`src/rtl/psd_sqrt.sv`:
```
// ----------------------------------------------------------------------------
// Pipelined integer square root
// One root bit per stage; reports the floor root and whether to round up.
// ----------------------------------------------------------------------------
module psd_sqrt #(
  parameter int RAD_W = 68,
  parameter int TAG_W = 8
) (
  input  logic                 clk,
  input  logic                 rst,
  input  logic                 en,
  input  logic                 in_valid,
  input  logic [RAD_W-1:0]     in_rad,
  input  logic [TAG_W-1:0]     in_tag,
  output logic                 out_valid,
  output logic [RAD_W/2-1:0]   out_root,
  output logic                 out_up,
  output logic [TAG_W-1:0]     out_tag
);

  localparam int STEPS = RAD_W / 2;

  logic             vld [STEPS+1];
  logic [RAD_W-1:0] rad [STEPS+1];
  logic [RAD_W-1:0] res [STEPS+1];
  logic [TAG_W-1:0] tag [STEPS+1];

  assign vld[0] = in_valid;
  assign rad[0] = in_rad;
  assign res[0] = '0;
  assign tag[0] = in_tag;

  for (genvar k = 0; k < STEPS; k++) begin : g_stage
    localparam logic [RAD_W-1:0] BIT = RAD_W'(1) << (RAD_W - 2 - 2 * k);
    logic [RAD_W-1:0] t;
    logic             ge;

    assign t  = res[k] + BIT;
    assign ge = rad[k] >= t;

    always_ff @(posedge clk) begin
      if (rst) begin
        vld[k+1] <= 1'b0;
      end else if (en) begin
        vld[k+1] <= vld[k];
      end
      if (en) begin
        rad[k+1] <= ge ? rad[k] - t : rad[k];
        res[k+1] <= (res[k] >> 1) + (ge ? BIT : '0);
        tag[k+1] <= tag[k];
      end
    end
  end

  assign out_valid = vld[STEPS];
  assign out_root  = res[STEPS][STEPS-1:0];
  assign out_up    = rad[STEPS] > res[STEPS];
  assign out_tag   = tag[STEPS];

endmodule

```
`config.mk`:
```
export PLATFORM = sky130hd
export DESIGN_NAME = psd_sqrt
export DESIGN_NICKNAME = d
export VERILOG_FILES = /design/src/rtl/psd_sqrt.sv
export SDC_FILE = /design/constraint.sdc
export NUM_CORES = 2
export LEC_CHECK = 0
export BUFFER_PORTS_ARGS = -buffer_cell sky130_fd_sc_hd__buf_4
export CORE_MARGIN = 5
export CORE_UTILIZATION = 30
export CTS_CLUSTER_SIZE = 28
export DETAILED_ROUTE_END_ITERATION = 6
export SLEW_MARGIN = 10
export SYNTH_ARGS = -nofsm -noshare
export SYNTH_HDL_FRONTEND = slang
export SYNTH_SLANG_ARGS = --single-unit
export TNS_END_PERCENT = 20
```
`constraint.sdc`:
```
create_clock -name clk -period 5.3 [get_ports clk]
set_input_delay 0 -clock clk [delete_from_list [all_inputs] [get_ports clk]]
set_output_delay 0 -clock clk [all_outputs]
set_load 0.05 [all_outputs]
```
# Word level (Yosys, flattened, before mapping)
# Index checks and enable logic that the tools add are counted.
dict set report classes {
  add_sub_neg 100
  magnitude_cmp 35
  n_mux 68
}
# op count
set op_table {}
lappend op_table {{$mux W68} 34}
lappend op_table {{$ge A68 B68 Y1} 33}
lappend op_table {{$sub A68 B68 Y68} 33}
lappend op_table {{$add A67 B1 Y68} 1}
lappend op_table {{$add A67 B11 Y68} 1}
lappend op_table {{$add A67 B13 Y68} 1}
lappend op_table {{$add A67 B15 Y68} 1}
lappend op_table {{$add A67 B17 Y68} 1}
lappend op_table {{$add A67 B19 Y68} 1}
lappend op_table {{$add A67 B21 Y68} 1}
lappend op_table {{$add A67 B23 Y68} 1}
lappend op_table {{$add A67 B25 Y68} 1}
lappend op_table {{$add A67 B27 Y68} 1}
lappend op_table {{$add A67 B29 Y68} 1}
lappend op_table {{$add A67 B3 Y68} 1}
lappend op_table {{$add A67 B31 Y68} 1}
lappend op_table {{$add A67 B33 Y68} 1}
lappend op_table {{$add A67 B35 Y68} 1}
lappend op_table {{$add A67 B37 Y68} 1}
lappend op_table {{$add A67 B39 Y68} 1}
lappend op_table {{$add A67 B41 Y68} 1}
lappend op_table {{$add A67 B43 Y68} 1}
lappend op_table {{$add A67 B45 Y68} 1}
lappend op_table {{$add A67 B47 Y68} 1}
lappend op_table {{other kinds (82)} 82}
dict set report totals {
  reg_bits 4930
  wordCells 339
}

# Longest topological paths before layout
dict set report logic_depth {
  word_depth 4
  ltp_mapped 16
  mapped_depth_nobuf 12
}

# Least setup slack after synthesis
# OpenSTA, ideal clock, no wires.
dict set report synth_timing {
  kind {reg2reg}
  from {register rad[713] (netlist bit)}
  to {register rad[674] (netlist bit), data pin}
  arrival_time_ps 3380
  path_slack_ps 1662
  stages_incl_launch_ff 13
  n_path_buf 2
  synth_period_minus_slack_ps 3638
  cell_sequence {edfxtp_1 > ha_1 > clkbuf_1 > nand4_1 > nor3_1 > nand2_1 > o41ai_1 > and4b_1 > o21a_1 > clkbuf_1 > a2111oi_2 > or4b_1 > xnor2_1}
}
dict set report synth_via {
  elab_chain_len 2
}
# element line_no
set synth_lines {}
lappend synth_lines {{from (decl)} 24} ;# logic [RAD_W-1:0] rad [STEPS+1];
lappend synth_lines {{from (signal, indexed assignment)} 48} ;# rad[k+1] <= ge ? rad[k] - t : rad[k];
lappend synth_lines {{$sub A68 B68 Y68 or $ge A68 B68 Y1 (tied branches)} {48, 39}}
lappend synth_lines {{$mux W68 *} 48}
# Every way passes the cells marked *; elsewhere a longest branch is shown, timed or not.
# A chain may end at the register's enable or synchronous reset.

# Worst setup path after layout
dict set report layout_timing {
  from {register rad[792] (netlist bit)}
  to {register rad[739] (netlist bit), data pin}
}
# Same word-level chain as after synthesis.

==> impl_metrics.yaml <==
route:
  initialDrtViolationCount: 6155
  wl_per_cell_um: 18.8
  drc_errors: 0
  totalWireLength_mm: 366
  routed_via_density: 4.83
  drt_first_pass_iters: 7
  vias: 94000
  ant_nets: 0
yosys:
  synth_top_family_by_area: "simple AND/OR/NAND/NOR gates"
  ys_seq_elements: 3213
  synth.top_cell.area_share: 0.630
  netlist_instances: 12000
  synthMuxAreaShare: 0.0111
  ys.flop_type: "edfxtp_1"
  yosysWarnings: 0
  synthXorXnorAreaFrac: 0.0614
  synthMostInstantiatedCell: "edfxtp_1"
  synthSimpleGateAreaFrac: 0.120
  synth_cell_types: 89
  synth_edf_count: 3179
  synth_compound_area_frac: 0.0906
  synth_nets: 12700
  syn-cell-area_um2: 152000
  avgSynthCellArea_um2: 12.7
  yosys-top-cells-area: "edfxtp_1 (63%), ha_1 (5.5%), xnor2_1 (3.4%), xor2_1 (2.8%), a21oi_1 (2.8%)"
  yosys.area_share.adder: 0.0546
  ys_seq_area_frac: 0.634
  async_flop_share: 0
  synth_common_cells: "edfxtp_1 (3179), nor2_1 (875), a21oi_1 (834), inv_1 (821), nand2_1 (667)"
  synth_top_area_cell: "edfxtp_1"
grt:
  grt_overflow: 0
  grt_max_degree: 158
  grt_pass1_wl_mm: 556
  grt_pass1_vias: 94900
  grt_usage: 0.136
  antenna_found_initial: 3
sta:
  fin_hold_ws_ns: 0.173
  fin_crit_sh: 0.891
  hold_viol_final: 0
  tightest_slew_ns: 1.25
  maxSlewViolCount: 0
  rsz0062_at_grt: "false"
  finalCriticalPeriod_ns: 4.72
  skew_ns: 0.104
  slew_headroom: 0.157
  setup_slack_ns: 0.575
  fin_setup_tns_ns: 0
  setup_viol: 0
  fmax_mhz: 212
min_path:
  worstHoldStart: "en"
  holdPathStages: 2
  hold_end: "tag[266]$_DFFE_PP_"
  hold_path.class: "in -> reg"
clock_tree:
  h-tree-depth: 5
  cts-resized-gates: 0
  cts.clk_slew.worst_paths_ns: 0.06
  clock_sinks: 3213
  clk_latency_ns: 1.02
  cts_tree: "built"
  cts_buffers: 357
  clockBufferDepth: 4
  cts_root_buffer: "clkbuf_16"
critical_path:
  ff2ff_path_depth: 10
  reg2reg_from: "rad[792]$_DFFE_PP_"
  critPathKind: "reg -> reg"
  crit_fanout: 11
  path_cells: "ha_1, nor4b_2, nand4_1, nor4_1, nor3b_1, and2_1, a31oi_1, nand3_1, nor4b_1, xor2_1"
  cp_slowest_cell: "nor4b_2"
  critPathCaptureType: "flip-flop"
  required_ns: 5.93
  reg2reg_to: "rad[739]$_DFFE_PP_"
  crit_path_start_kind: "flip-flop"
  cpPeakStageDelay_ns: 0.73
  rrSetupSlack_ns: 0.58
  startpoint: "rad[792]$_DFFE_PP_"
  critPathArrivalTime_ns: 5.35
power_and_ir_drop:
  cellPowerDensity_nw_per_um2: 435
  power_mw: 76.1
  p_leak_nw: 64.0
  max-vdd-ir-drop_mv: 0.346
final_layout:
  fin_cells: 19500
  drive_gt1_frac: 0.0797
  nNetsFinal: 13200
  final_area_um2: 175000
  syn2layout_area_growth_pct: 15.3
  num-fill-cells: 48900
  multi_input_comb_area_um2: 51400
  regArea_um2: 96100
  postLayoutCoreUtil: 0.346
flow_run:
  maxCapViolCount: 0
floorplan:
  die-area_um2: 520000
  rows: 261
  die_height_um: 721
  die_x_um: 721
  ios: 124
  core_um2: 505000
  start_util: 0.300
placed_design:
  dp_slack_ns: 0.655
  dp_cells: 18700
  dp_hpwl_mm: 274
  io_buffer_count: 123
  gp_congestion: 0.963
  dpl_cell_area_um2: 161000
outcome:
  status: "complete, no violations"
==> layout make-up <==
class | count | share of cell area
Antenna cell | 3 | 0.0000430
Inverter | 826 | 0.0177
Clock buffer | 425 | 0.0531
Clock inverter | 222 | 0.0136
Timing Repair Buffer | 444 | 0.0232
Tap cell | 6706 | 0.0480
Sequential cell | 3213 | 0.550
Multi-Input combinational cell | 7635 | 0.294
==> state kept, by name (all words and copies together) (netlist names) <==
register,flops
out_root,34
out_tag,8
out_valid,1
rad,2312
res,561
tag,264
vld,33
==> how the worst max path moves through the flow <==
stage	end	slack, ns	cells past startpoint
2_1_floorplan	rad[674]$_DFFE_PP_	1.66	12
3_3_place_gp	rad[739]$_DFFE_PP_	0.21	10
3_5_place_dp	rad[739]$_DFFE_PP_	0.65	11
4_1_cts	rad[739]$_DFFE_PP_	0.65	11
5_1_grt	rad[745]$_DFFE_PP_	0.45	10
6_report	rad[739]$_DFFE_PP_	0.58	10
==> per-layer routing <==
metal / global-route usage / routed length, µm / part of all wire
met1: 0.142 / 135000 / 0.37
met2: 0.263 / 196000 / 0.54
met3: 0.0176 / 13200 / 0.036
met4: 0.0710 / 21400 / 0.058
met5: 0 / 8 / 0.000022
==> critical path, delay by kind of cell (launching register included) <==
kind / cells / cell delay, ns
AO/OA/AOI/OAI: 1 / 0.44
XOR/XNOR: 1 / 0.12
adder cells (fa/ha/maj): 1 / 0.43
flip-flops: 1 / 0.39
AND/OR/NAND/NOR: 7 / 3.05
==> cell families after synthesis <==
kind of cell / count (synthesis)
simple gates: 3532
flops: 3213
compound gates: 2226
buf+inv: 1112
xor+xnor: 1062
fa+ha+maj: 661
mux: 154
==> repair_timing <==
item,in CTS,in global routing
hold buffers,161,0
endpoints found under the hold margin,496,0
setup buffers,0,0
==> report_power, final <==
| part | total [mW] | internal [mW] | switching (mW) |
|---|---|---|---|
| clock | 24.6 | 14.3 | 10.4 |
| sequential | 34.7 | 32.2 | 2.49 |
| combinational | 16.8 | 6.91 | 9.84 |
==> layout by cell type, fill, tap and decap left out, types with 361 or more instances in the layout <==
| cell type | count |
|---|---|
| xor2_1 | 476 |
| o21ai_0 | 463 |
| clkbuf_16 | 361 |
| inv_1 | 821 |
| edfxtp_1 | 3179 |
| a21oi_1 | 833 |
| nor2_1 | 874 |
| ha_1 | 661 |
| xnor2_1 | 583 |
| nor4_1 | 386 |
| nand2_1 | 665 |
(Power assumes the default switching activity.)
